===== src/rtl/core/sgb_pkg.sv =====
// Shared constants and types for the short segment blender.
package sgb_pkg;

  localparam int APB_DATA_W = 32;
  localparam int APB_ADDR_W = 4;

  localparam logic [1:0] REG_TARGET_LABEL = 2'd0;
  localparam logic [1:0] REG_LEN_LIMIT    = 2'd1;
  localparam logic [1:0] REG_MAX_GAP      = 2'd2;

  localparam int QUEUE_DEPTH = 4;
  localparam int QUEUE_PTR_W = $clog2(QUEUE_DEPTH);

  localparam logic [1:0] SLOT_FIRST  = 2'd0;
  localparam logic [1:0] SLOT_SECOND = 2'd1;
  localparam logic [1:0] SLOT_THIRD  = 2'd2;

  typedef struct packed {
    logic [1:0] count;
    logic       last;
  } rec_ctl_t;

endpackage


===== src/rtl/core/sgb_cfg.sv =====
// Configuration registers behind the APB-style port.
module sgb_cfg
  import sgb_pkg::*;
#(
  parameter int FRAME_BITS = 24,
  parameter int LABEL_BITS = 16
) (
  input  logic                  clk,
  input  logic                  rst,
  input  logic                  psel,
  input  logic                  penable,
  input  logic                  pwrite,
  input  logic [APB_ADDR_W-1:0] paddr,
  input  logic [APB_DATA_W-1:0] pwdata,
  output logic [APB_DATA_W-1:0] prdata,
  output logic                  pready,
  output logic [LABEL_BITS-1:0] target_label,
  output logic [FRAME_BITS-1:0] len_limit,
  output logic [FRAME_BITS-1:0] max_gap
);

  logic [1:0] reg_index;
  logic       wr_en;

  assign reg_index = paddr[3:2];
  assign pready    = 1'b1;
  assign wr_en     = psel && penable && pwrite && pready;

  always_ff @(posedge clk) begin
    if (rst) begin
      target_label <= '0;
      len_limit    <= '0;
      max_gap      <= '0;
    end else if (wr_en) begin
      unique case (reg_index)
        REG_TARGET_LABEL: target_label <= pwdata[LABEL_BITS-1:0];
        REG_LEN_LIMIT:    len_limit    <= pwdata[FRAME_BITS-1:0];
        REG_MAX_GAP:      max_gap      <= pwdata[FRAME_BITS-1:0];
        default: ;
      endcase
    end
  end

  always_comb begin
    unique case (reg_index)
      REG_TARGET_LABEL: prdata = APB_DATA_W'(target_label);
      REG_LEN_LIMIT:    prdata = APB_DATA_W'(len_limit);
      REG_MAX_GAP:      prdata = APB_DATA_W'(max_gap);
      default:          prdata = '0;
    endcase
  end

endmodule


===== src/rtl/core/sgb_front.sv =====
// Window of previous and current segments, blend decision and request building.
module sgb_front
  import sgb_pkg::*;
#(
  parameter int FRAME_BITS = 24,
  parameter int LABEL_BITS = 16,
  localparam int SEG_W     = 2 * FRAME_BITS + LABEL_BITS,
  localparam int REC_W     = 3 * SEG_W
) (
  input  logic                  clk,
  input  logic                  rst,
  input  logic                  accept,
  input  logic [FRAME_BITS-1:0] seg_start,
  input  logic [FRAME_BITS-1:0] seg_end,
  input  logic [LABEL_BITS-1:0] seg_label,
  input  logic                  in_last,
  input  logic [LABEL_BITS-1:0] target_label,
  input  logic [FRAME_BITS-1:0] len_limit,
  input  logic [FRAME_BITS-1:0] max_gap,
  output logic                  rec_push,
  output rec_ctl_t              rec_ctl,
  output logic [REC_W-1:0]      rec_data
);

  localparam int EXT_W = FRAME_BITS + 2;

  logic                  prev_valid, prev_valid_next;
  logic [FRAME_BITS-1:0] prev_start, prev_start_next;
  logic [FRAME_BITS-1:0] prev_end, prev_end_next;
  logic [LABEL_BITS-1:0] prev_label, prev_label_next;
  logic                  cur_valid, cur_valid_next;
  logic [FRAME_BITS-1:0] cur_start, cur_start_next;
  logic [FRAME_BITS-1:0] cur_end, cur_end_next;
  logic [LABEL_BITS-1:0] cur_label, cur_label_next;

  logic [EXT_W-1:0] seg_len, gap_next, gap_prev, max_len_ext, max_gap_ext;
  logic             blend, slide;
  logic [SEG_W-1:0] old_prev_seg, win_prev_seg, win_cur_seg, in_seg;
  logic [1:0]       flush_count;

  assign seg_len     = {2'b00, cur_end} - {2'b00, cur_start} + EXT_W'(1);
  assign gap_next    = {2'b00, seg_start} - {2'b00, cur_end} - EXT_W'(1);
  assign gap_prev    = {2'b00, cur_start} - {2'b00, prev_end} - EXT_W'(1);
  assign max_len_ext = {2'b00, len_limit};
  assign max_gap_ext = {2'b00, max_gap};

  assign blend = prev_valid && cur_valid
              && (seg_label == prev_label)
              && (cur_label == target_label)
              && ($signed(seg_len) < $signed(max_len_ext))
              && ($signed(gap_next) <= $signed(max_gap_ext))
              && ($signed(gap_prev) <= $signed(max_gap_ext));
  assign slide = prev_valid && cur_valid && !blend;

  assign old_prev_seg = {prev_start, prev_end, prev_label};
  assign in_seg       = {seg_start, seg_end, seg_label};

  always_comb begin
    prev_valid_next = prev_valid;
    prev_start_next = prev_start;
    prev_end_next   = prev_end;
    prev_label_next = prev_label;
    cur_valid_next  = cur_valid;
    cur_start_next  = cur_start;
    cur_end_next    = cur_end;
    cur_label_next  = cur_label;
    priority if (!prev_valid) begin
      prev_valid_next = 1'b1;
      prev_start_next = seg_start;
      prev_end_next   = seg_end;
      prev_label_next = seg_label;
    end else if (!cur_valid) begin
      cur_valid_next = 1'b1;
      cur_start_next = seg_start;
      cur_end_next   = seg_end;
      cur_label_next = seg_label;
    end else if (blend) begin
      prev_end_next  = seg_end;
      cur_valid_next = 1'b0;
    end else begin
      prev_start_next = cur_start;
      prev_end_next   = cur_end;
      prev_label_next = cur_label;
      cur_start_next  = seg_start;
      cur_end_next    = seg_end;
      cur_label_next  = seg_label;
    end
  end

  assign win_prev_seg = {prev_start_next, prev_end_next, prev_label_next};
  assign win_cur_seg  = {cur_start_next, cur_end_next, cur_label_next};
  assign flush_count  = in_last ? (cur_valid_next ? 2'd2 : 2'd1) : 2'd0;

  always_comb begin
    rec_ctl.last = in_last;
    if (slide) begin
      rec_ctl.count = 2'd1 + flush_count;
      rec_data      = {old_prev_seg, win_prev_seg, win_cur_seg};
    end else begin
      rec_ctl.count = flush_count;
      rec_data      = {win_prev_seg, win_cur_seg, in_seg};
    end
  end

  assign rec_push = accept && (rec_ctl.count != 2'd0);

  always_ff @(posedge clk) begin
    if (rst) begin
      prev_valid <= 1'b0;
      cur_valid  <= 1'b0;
    end else if (accept) begin
      prev_valid <= prev_valid_next && !in_last;
      cur_valid  <= cur_valid_next && !in_last;
    end
  end

  always_ff @(posedge clk) begin
    if (accept) begin
      prev_start <= prev_start_next;
      prev_end   <= prev_end_next;
      prev_label <= prev_label_next;
      cur_start  <= cur_start_next;
      cur_end    <= cur_end_next;
      cur_label  <= cur_label_next;
    end
  end

endmodule


===== src/rtl/core/sgb_queue.sv =====
// Short request queue between the window logic and the result sequencer.
module sgb_queue
  import sgb_pkg::*;
#(
  parameter int DATA_W = 192
) (
  input  logic              clk,
  input  logic              rst,
  input  logic              push_en,
  input  rec_ctl_t          push_ctl,
  input  logic [DATA_W-1:0] push_data,
  input  logic              pop_en,
  output rec_ctl_t          head_ctl,
  output logic [DATA_W-1:0] head_data,
  output logic              q_full,
  output logic              q_empty
);

  rec_ctl_t             ctl_mem  [QUEUE_DEPTH];
  logic [DATA_W-1:0]    data_mem [QUEUE_DEPTH];
  logic [QUEUE_PTR_W-1:0] wr_ptr, rd_ptr;
  logic [QUEUE_PTR_W:0]   fill;

  assign q_full    = (fill == (QUEUE_PTR_W + 1)'(QUEUE_DEPTH));
  assign q_empty   = (fill == '0);
  assign head_ctl  = ctl_mem[rd_ptr];
  assign head_data = data_mem[rd_ptr];

  always_ff @(posedge clk) begin
    if (rst) begin
      wr_ptr <= '0;
      rd_ptr <= '0;
      fill   <= '0;
    end else begin
      if (push_en) wr_ptr <= wr_ptr + 1'b1;
      if (pop_en)  rd_ptr <= rd_ptr + 1'b1;
      unique case ({push_en, pop_en})
        2'b10:   fill <= fill + 1'b1;
        2'b01:   fill <= fill - 1'b1;
        default: fill <= fill;
      endcase
    end
  end

  always_ff @(posedge clk) begin
    if (push_en) begin
      ctl_mem[wr_ptr]  <= push_ctl;
      data_mem[wr_ptr] <= push_data;
    end
  end

endmodule


===== src/rtl/core/sgb_back.sv =====
// Result sequencer: walks the segments of the head request, one per pop.
module sgb_back
  import sgb_pkg::*;
#(
  parameter int FRAME_BITS = 24,
  parameter int LABEL_BITS = 16,
  localparam int SEG_W     = 2 * FRAME_BITS + LABEL_BITS,
  localparam int REC_W     = 3 * SEG_W
) (
  input  logic                  clk,
  input  logic                  rst,
  input  rec_ctl_t              head_ctl,
  input  logic [REC_W-1:0]      head_data,
  input  logic                  q_empty,
  input  logic                  pop,
  output logic                  rec_pop,
  output logic                  empty,
  output logic [FRAME_BITS-1:0] out_start,
  output logic [FRAME_BITS-1:0] out_end,
  output logic [LABEL_BITS-1:0] out_label,
  output logic                  out_last
);

  logic [1:0]       slot;
  logic             final_slot;
  logic             take;
  logic [SEG_W-1:0] sel_seg;

  assign empty      = q_empty;
  assign take       = pop && !q_empty;
  assign final_slot = (slot == head_ctl.count - 2'd1);
  assign rec_pop    = take && final_slot;

  always_comb begin
    unique case (slot)
      SLOT_FIRST:  sel_seg = head_data[3*SEG_W-1:2*SEG_W];
      SLOT_SECOND: sel_seg = head_data[2*SEG_W-1:SEG_W];
      SLOT_THIRD:  sel_seg = head_data[SEG_W-1:0];
      default:     sel_seg = head_data[SEG_W-1:0];
    endcase
  end

  assign out_start = sel_seg[SEG_W-1:FRAME_BITS+LABEL_BITS];
  assign out_end   = sel_seg[FRAME_BITS+LABEL_BITS-1:LABEL_BITS];
  assign out_label = sel_seg[LABEL_BITS-1:0];
  assign out_last  = head_ctl.last && final_slot;

  always_ff @(posedge clk) begin
    if (rst) begin
      slot <= SLOT_FIRST;
    end else if (take) begin
      slot <= final_slot ? SLOT_FIRST : slot + 2'd1;
    end
  end

endmodule


===== src/rtl/core/short_segment_blender_top.sv =====
// Top level of the short segment blender.
// Accepts one segment per cycle while full is low. Each accepted segment
// passes the two-entry window and leaves zero to three results as one
// request in a four-deep queue; results leave one per cycle while pop is
// high and empty is low, so the sustained rate is one segment per cycle
// when each segment yields at most one result, and is set by the single
// result port otherwise. The user must write configuration through the
// APB-style port only while the block is idle; the block does not check this.
module short_segment_blender_top
  import sgb_pkg::*;
#(
  parameter int FRAME_BITS = 24,
  parameter int LABEL_BITS = 16
) (
  input  logic                  clk,
  input  logic                  rst,
  input  logic                  psel,
  input  logic                  penable,
  input  logic                  pwrite,
  input  logic [APB_ADDR_W-1:0] paddr,
  input  logic [APB_DATA_W-1:0] pwdata,
  output logic [APB_DATA_W-1:0] prdata,
  output logic                  pready,
  input  logic                  push,
  output logic                  full,
  input  logic [FRAME_BITS-1:0] seg_start,
  input  logic [FRAME_BITS-1:0] seg_end,
  input  logic [LABEL_BITS-1:0] seg_label,
  input  logic                  in_last,
  output logic                  empty,
  input  logic                  pop,
  output logic [FRAME_BITS-1:0] out_start,
  output logic [FRAME_BITS-1:0] out_end,
  output logic [LABEL_BITS-1:0] out_label,
  output logic                  out_last
);

  localparam int SEG_W = 2 * FRAME_BITS + LABEL_BITS;
  localparam int REC_W = 3 * SEG_W;

  logic [LABEL_BITS-1:0] target_label;
  logic [FRAME_BITS-1:0] len_limit;
  logic [FRAME_BITS-1:0] max_gap;
  logic                  accept;
  logic                  rec_push;
  rec_ctl_t              rec_ctl;
  logic [REC_W-1:0]      rec_data;
  logic                  rec_pop;
  rec_ctl_t              head_ctl;
  logic [REC_W-1:0]      head_data;
  logic                  q_full;
  logic                  q_empty;

  assign full   = q_full;
  assign accept = push && !q_full;

  sgb_cfg #(
    .FRAME_BITS (FRAME_BITS),
    .LABEL_BITS (LABEL_BITS)
  ) u_cfg (
    .clk          (clk),
    .rst          (rst),
    .psel         (psel),
    .penable      (penable),
    .pwrite       (pwrite),
    .paddr        (paddr),
    .pwdata       (pwdata),
    .prdata       (prdata),
    .pready       (pready),
    .target_label (target_label),
    .len_limit    (len_limit),
    .max_gap      (max_gap)
  );

  sgb_front #(
    .FRAME_BITS (FRAME_BITS),
    .LABEL_BITS (LABEL_BITS)
  ) u_front (
    .clk          (clk),
    .rst          (rst),
    .accept       (accept),
    .seg_start    (seg_start),
    .seg_end      (seg_end),
    .seg_label    (seg_label),
    .in_last      (in_last),
    .target_label (target_label),
    .len_limit    (len_limit),
    .max_gap      (max_gap),
    .rec_push     (rec_push),
    .rec_ctl      (rec_ctl),
    .rec_data     (rec_data)
  );

  sgb_queue #(
    .DATA_W (REC_W)
  ) u_queue (
    .clk       (clk),
    .rst       (rst),
    .push_en   (rec_push),
    .push_ctl  (rec_ctl),
    .push_data (rec_data),
    .pop_en    (rec_pop),
    .head_ctl  (head_ctl),
    .head_data (head_data),
    .q_full    (q_full),
    .q_empty   (q_empty)
  );

  sgb_back #(
    .FRAME_BITS (FRAME_BITS),
    .LABEL_BITS (LABEL_BITS)
  ) u_back (
    .clk       (clk),
    .rst       (rst),
    .head_ctl  (head_ctl),
    .head_data (head_data),
    .q_empty   (q_empty),
    .pop       (pop),
    .rec_pop   (rec_pop),
    .empty     (empty),
    .out_start (out_start),
    .out_end   (out_end),
    .out_label (out_label),
    .out_last  (out_last)
  );

`ifndef SYNTHESIS
  a_no_push_when_full: assert property (@(posedge clk) disable iff (rst)
    rec_push |-> !q_full)
    else $error("request pushed into a full queue");

  a_head_not_blank: assert property (@(posedge clk) disable iff (rst)
    !q_empty |-> (head_ctl.count != 2'd0))
    else $error("queued request carries no result");

  a_last_closes_request: assert property (@(posedge clk) disable iff (rst)
    (!empty && pop && out_last) |-> rec_pop)
    else $error("final result popped without retiring its request");
`endif

endmodule


===== config.mk =====
export PLATFORM = sky130hd
export DESIGN_NAME = short_segment_blender_top
export DESIGN_NICKNAME = d
export VERILOG_FILES = /design/src/rtl/core/sgb_pkg.sv /design/src/rtl/core/sgb_cfg.sv /design/src/rtl/core/sgb_front.sv /design/src/rtl/core/sgb_queue.sv /design/src/rtl/core/sgb_back.sv /design/src/rtl/core/short_segment_blender_top.sv
export SDC_FILE = /design/constraint.sdc
export NUM_CORES = 2
export LEC_CHECK = 0
export BUFFER_PORTS_ARGS = -buffer_cell sky130_fd_sc_hd__buf_2
export CORE_MARGIN = 5
export CORE_UTILIZATION = 50
export CTS_CLUSTER_DIAMETER = 40
export DETAILED_ROUTE_END_ITERATION = 16
export HOLD_SLACK_MARGIN = 0.12
export PLACE_DENSITY = 0.67
export SLEW_MARGIN = 20
export SYNTH_ARGS = -nofsm -noshare
export SYNTH_HDL_FRONTEND = slang
export SYNTH_SLANG_ARGS = --single-unit

===== constraint.sdc =====
create_clock -name clk -period 20.5 [get_ports clk]
set_clock_uncertainty 0.05 [all_clocks]
set_input_delay 3.075 -clock clk [delete_from_list [all_inputs] [get_ports clk]]
set_output_delay 3.075 -clock clk [all_outputs]
set_load 0.02 [all_outputs]

==> summary by stage <==
Status
The run finished with clean final reports.

Clock tree
The clock input transition at the sequential cells of the worst setup and hold paths is approximately 0.05 ns. Once the clock tree was built, the setup fixing pass inserted 0 buffers. The CTS tree is built. The worst-skew pair later-pin latency is around 0.74 ns. The number of sinks handled by clock tree synthesis is around 990. The tree is rooted in a sky130_fd_sc_hd__clkbuf_16.

Buffers inserted during clock tree synthesis total 120. Hold repair after CTS inserted 0 buffers. Gates resized during post-CTS repair numbered 0. The number of levels the H-tree was split into is 3.

No sink is reached through more buffers than the 3 on the longest clock path.

Final layout
The number of fillers in the final layout is roughly 7600. The ratio of cells with drive above 1 in the final layout is 19.4%. The final non-filler cell total is 5142. The number of nets in the final layout is approximately 4000. The area added between synthesis and finish is 12.7%.

Timing
Setup violations remaining at the end of the flow were counted as 0. Headroom to the max-slew limit came out at 23.1%. The minimum setup slack in the final design is about 9.1 ns. Derived from the worst setup path, the maximum achievable clock frequency is slightly below 90 MHz. The post-route minimum period is between 10 and 15 ns.

The total count of max-transition violations in the final report is 0. Setup repair after global routing left no endpoint under its margin. The number of hold violations in the final report is 0. At the pin with the least slew margin, the transition time is approximately 1.2 ns. Summed over all failing endpoints, the final setup total negative slack is 0 ns. The final period utilization is a little under three fifths.

Synth
After synthesis the netlist holds a flip-flop and latch count of 985. The cell count after synthesis came out at around 3700. Yosys printed 0 warnings.

The number of flops mapped to enable cells by yosys is 908. The combined area of all synthesized cells is 48800 sq um. In the post-synthesis netlist, the biggest area contributors are sky130_fd_sc_hd__edfxtp_1, sky130_fd_sc_hd__mux4_2, sky130_fd_sc_hd__ha_1. Averaged over all synthesized cells, the footprint is around 13 sq um. The share of the Yosys chip area taken by registers is 59.0%.

The cell type contributing the most total cell area after synthesis is sky130_fd_sc_hd__edfxtp_1. The share of synthesized flip-flops with an asynchronous set or reset is 0%. The portion of synthesized cell area occupied by the leading cell type is about 56%. Yosys mapped the design onto 84 distinct sky130hd cell types. The most instantiated flip-flop cell in the synthesis netlist is sky130_fd_sc_hd__edfxtp_1.

Power and ir drop
The worst voltage drop across the vdd grid is 71.7 uV. In this run the static leakage power is about 19 nW. The power density over cell area is ~100 nW/um^2.

Setup path
Data on the critical path is required at its endpoint by between 20 and 25 ns. The launching element type of the critical path is a primary input. The critical setup path kind is primary input to flip-flop. The setup slack of the worst register-to-register path is 9.80 ns. The data arrival time at the worst-slack endpoint is approximately 12 ns. The endpoint type of the worst setup path is a flip-flop. The largest fanout of any net on the critical path is 65.

Place
The routability congestion estimate is 0.966. The minimum setup slack after placement is between 8 and 9 ns. The HPWL after detailed placement is about 88000 um.

The number of buffers inserted by port buffering is 188. The number of instances in the placed design is slightly below 5000.

Global routing
The total overflow reported by the global router is 0. Global routing used between 20% and 30% of the available tracks across all layers. The first global-routing pass estimated a little under 200000 um of wire.

The pin count of the biggest net entering global routing is 144. The initial antenna violation count came to 4. The number of global-route vias before repair is 30400.

Route
The total routed wirelength is around 130000 um. For this run, the detailed router's first-pass iteration total came to 5. Dividing the detail-routed wire length by the instance count gives roughly 26 um. In the routed design, unresolved DRC markers number 0. After the first detailed-routing iteration, the DRC count stood at a little under 3000.

The count of antenna-violating nets left after detailed routing is 0. The routed layout has 31300 vias. After detailed routing, the number of vias per cell comes to between 6 and 7.

Flow run
Max-cap violations in this run came to 0.

Min path
The worst hold path belongs to the class flip-flop to flip-flop.

Floorplanning
The core region is just under 100000 sq um. During I/O placement, the number of pins put on the boundary was about 210. The x dimension of the die is ~320 um. The die height is about 320 um. For this configuration, the core starts out at a cell density of 50.4%. The count of standard-cell rows is around 110. The floorplan step defined a die boundary enclosing 104000 sq um.
==> synth_stat cells, types with 12 or more instances <==
cell type	instances
sky130_fd_sc_hd__edfxtp_1	908
sky130_fd_sc_hd__nand2_1	461
sky130_fd_sc_hd__mux4_2	195
sky130_fd_sc_hd__clkbuf_1	194
sky130_fd_sc_hd__inv_1	185
sky130_fd_sc_hd__o21ai_0	177
sky130_fd_sc_hd__nor2_1	154
sky130_fd_sc_hd__ha_1	153
sky130_fd_sc_hd__a21oi_1	152
sky130_fd_sc_hd__mux2_2	84
sky130_fd_sc_hd__dfxtp_1	77
sky130_fd_sc_hd__xnor2_1	70
sky130_fd_sc_hd__xor2_1	70
sky130_fd_sc_hd__a22oi_1	65
sky130_fd_sc_hd__nor3_1	44
sky130_fd_sc_hd__and2_1	43
sky130_fd_sc_hd__mux2_1	43
sky130_fd_sc_hd__a21o_1	41
sky130_fd_sc_hd__o221a_1	40
sky130_fd_sc_hd__buf_1	37
sky130_fd_sc_hd__mux2i_1	35
sky130_fd_sc_hd__nand3_1	35
sky130_fd_sc_hd__a221o_1	28
sky130_fd_sc_hd__a41oi_1	28
sky130_fd_sc_hd__nand4_1	28
sky130_fd_sc_hd__a211oi_1	19
sky130_fd_sc_hd__nand2b_1	19
sky130_fd_sc_hd__o21a_1	18
sky130_fd_sc_hd__nor2b_1	17
sky130_fd_sc_hd__or3_1	16
sky130_fd_sc_hd__a41o_1	15
sky130_fd_sc_hd__and3_1	15
sky130_fd_sc_hd__nor4_1	15
sky130_fd_sc_hd__o211ai_1	15
sky130_fd_sc_hd__buf_6	12
==> sequential cells by signal (all words and copies together), names as in the netlist, 3 cells and up, named ones only <==
name / flops
u_front.cur_label: 16
u_front.prev_label: 16
u_queue.ctl_mem: 12
u_front.prev_end: 24
u_front.cur_start: 24
u_cfg.max_gap: 24
u_cfg.target_label: 16
u_queue.data_mem: 768
u_queue.fill: 3
u_front.prev_start: 24
u_cfg.len_limit: 24
u_front.cur_end: 24
==> area by class of cell <==
type	instances	area (sq um)	area share, %
antenna	2	5.00	0.00910
multi-input combinational	2247	18400	33.4
sequential	985	28800	52.4
clock buffer	136	3100	5.63
clock inverter	89	1180	2.15
inverter	185	694	1.26
timing repair buffer	222	1260	2.29
tap	1276	1600	2.90
==> through the flow <==
| stage | hold slack, ns | utilization, % | area [sq um] | power [mW] |
|---|---|---|---|---|
| after global placement | 0.407 | 52.4 | 50700 | 3.30 |
| after global routing | 0.441 | 56.8 | 55000 | 5.72 |
| after detailed placement | 0.413 | 52.4 | 50700 | 3.31 |
| after floorplan | 0.394 | - | 48900 | 3.02 |
| final | 0.420 | 56.8 | 55000 | 5.51 |
| after CTS | 0.420 | 56.8 | 55000 | 5.52 |
==> cells in the final DEF, fill, tap and decap left out, types with 19 or more instances in the layout <==
| cell | n |
|---|---|
| sky130_fd_sc_hd__nand4_1 | 28 |
| sky130_fd_sc_hd__inv_1 | 185 |
| sky130_fd_sc_hd__nand2_1 | 460 |
| sky130_fd_sc_hd__a211oi_1 | 19 |
| sky130_fd_sc_hd__dfxtp_1 | 73 |
| sky130_fd_sc_hd__nor2_1 | 153 |
| sky130_fd_sc_hd__buf_2 | 188 |
| sky130_fd_sc_hd__nand2b_1 | 19 |
| sky130_fd_sc_hd__nand3_1 | 35 |
| sky130_fd_sc_hd__edfxtp_1 | 908 |
| sky130_fd_sc_hd__a21oi_1 | 152 |
| sky130_fd_sc_hd__o221a_1 | 40 |
| sky130_fd_sc_hd__o21ai_0 | 177 |
| sky130_fd_sc_hd__a221o_1 | 28 |
| sky130_fd_sc_hd__mux2_2 | 84 |
| sky130_fd_sc_hd__buf_4 | 29 |
| sky130_fd_sc_hd__mux4_2 | 195 |
| sky130_fd_sc_hd__clkbuf_16 | 120 |
| sky130_fd_sc_hd__xor2_1 | 70 |
| sky130_fd_sc_hd__xnor2_1 | 70 |
| sky130_fd_sc_hd__nor3_1 | 44 |
| sky130_fd_sc_hd__a41oi_1 | 28 |
| sky130_fd_sc_hd__mux2_1 | 43 |
| sky130_fd_sc_hd__a21o_1 | 41 |
| sky130_fd_sc_hd__mux2i_1 | 35 |
| sky130_fd_sc_hd__a22oi_1 | 65 |
| sky130_fd_sc_hd__ha_1 | 151 |
| sky130_fd_sc_hd__and2_1 | 39 |
==> routing by layer <==
metal / track usage (%) / vias to the layer above / routed length (um)
li1: - / 14200 / -
met1: 34.9 / 15600 / 55600
met2: 37.6 / 1289 / 59400
met3: 6.80 / 224 / 12100
met4: 10.1 / 2 / 5520
met5: 0 / - / 13
==> where the power goes <==
part,internal (mW),switching [mW],total (mW)
Clock,1.33,0.882,2.22
Sequential,2.30,0.0508,2.35
Combinational,0.347,0.594,0.941
Total,3.98,1.53,5.51
==> worst paths after layout <==
path | from | endpoint | cells past startpoint
setup / recovery | seg_start[0] | u_queue.data_mem[2][48] | 28
hold / removal | u_cfg.len_limit[13] | u_cfg.len_limit[13] | 2
setup reg to reg | u_front.cur_start[9] | u_queue.data_mem[2][48] | 25
hold reg to reg | u_cfg.len_limit[13] | u_cfg.len_limit[13] | 2
==> worst max-delay path: stages <==
cell and delay [ns]:
sky130_fd_sc_hd__buf_2 0.15, sky130_fd_sc_hd__inv_1 0.14, sky130_fd_sc_hd__ha_1 0.25, sky130_fd_sc_hd__fa_1 0.41, sky130_fd_sc_hd__nor2b_1 0.18, sky130_fd_sc_hd__o21a_1 0.13, sky130_fd_sc_hd__nor2_1 0.04, sky130_fd_sc_hd__xnor2_1 0.23
sky130_fd_sc_hd__or2_2 0.34, sky130_fd_sc_hd__nor4_1 0.66, sky130_fd_sc_hd__o21ai_0 0.20, sky130_fd_sc_hd__nor2_1 0.13, sky130_fd_sc_hd__a21oi_1 0.05, sky130_fd_sc_hd__o21ai_0 0.19, sky130_fd_sc_hd__xnor2_1 0.11, sky130_fd_sc_hd__ha_1 0.30
sky130_fd_sc_hd__nand4_1 0.12, sky130_fd_sc_hd__o21ai_0 0.23, sky130_fd_sc_hd__a221oi_1 0.12, sky130_fd_sc_hd__o311ai_0 0.30, sky130_fd_sc_hd__o211ai_1 0.15, sky130_fd_sc_hd__o31a_1 0.15, sky130_fd_sc_hd__o32ai_4 0.47, sky130_fd_sc_hd__o31a_1 0.40
sky130_fd_sc_hd__and2_4 0.58, sky130_fd_sc_hd__buf_4 0.82, sky130_fd_sc_hd__buf_4 0.65, sky130_fd_sc_hd__buf_4 0.84
==> logic make-up (layout without fill, tap and decap cells) <==
logic type / Yosys count / in the layout / share of synthesized area, %
AOI/OAI and AO/OA: 697 / 697 / 9.89
muxes: 357 / 357 / 12.6
other: 2 / 11 / 0.0154
xor gates and xnor gates: 140 / 140 / 2.51
adders and majority gates: 157 / 157 / 4.08
buffers and inverters: 443 / 632 / 3.68
and+or+nand+nor: 887 / 887 / 8.20
DFF: 985 / 985 / 59.0
(Power assumes the default switching activity.)
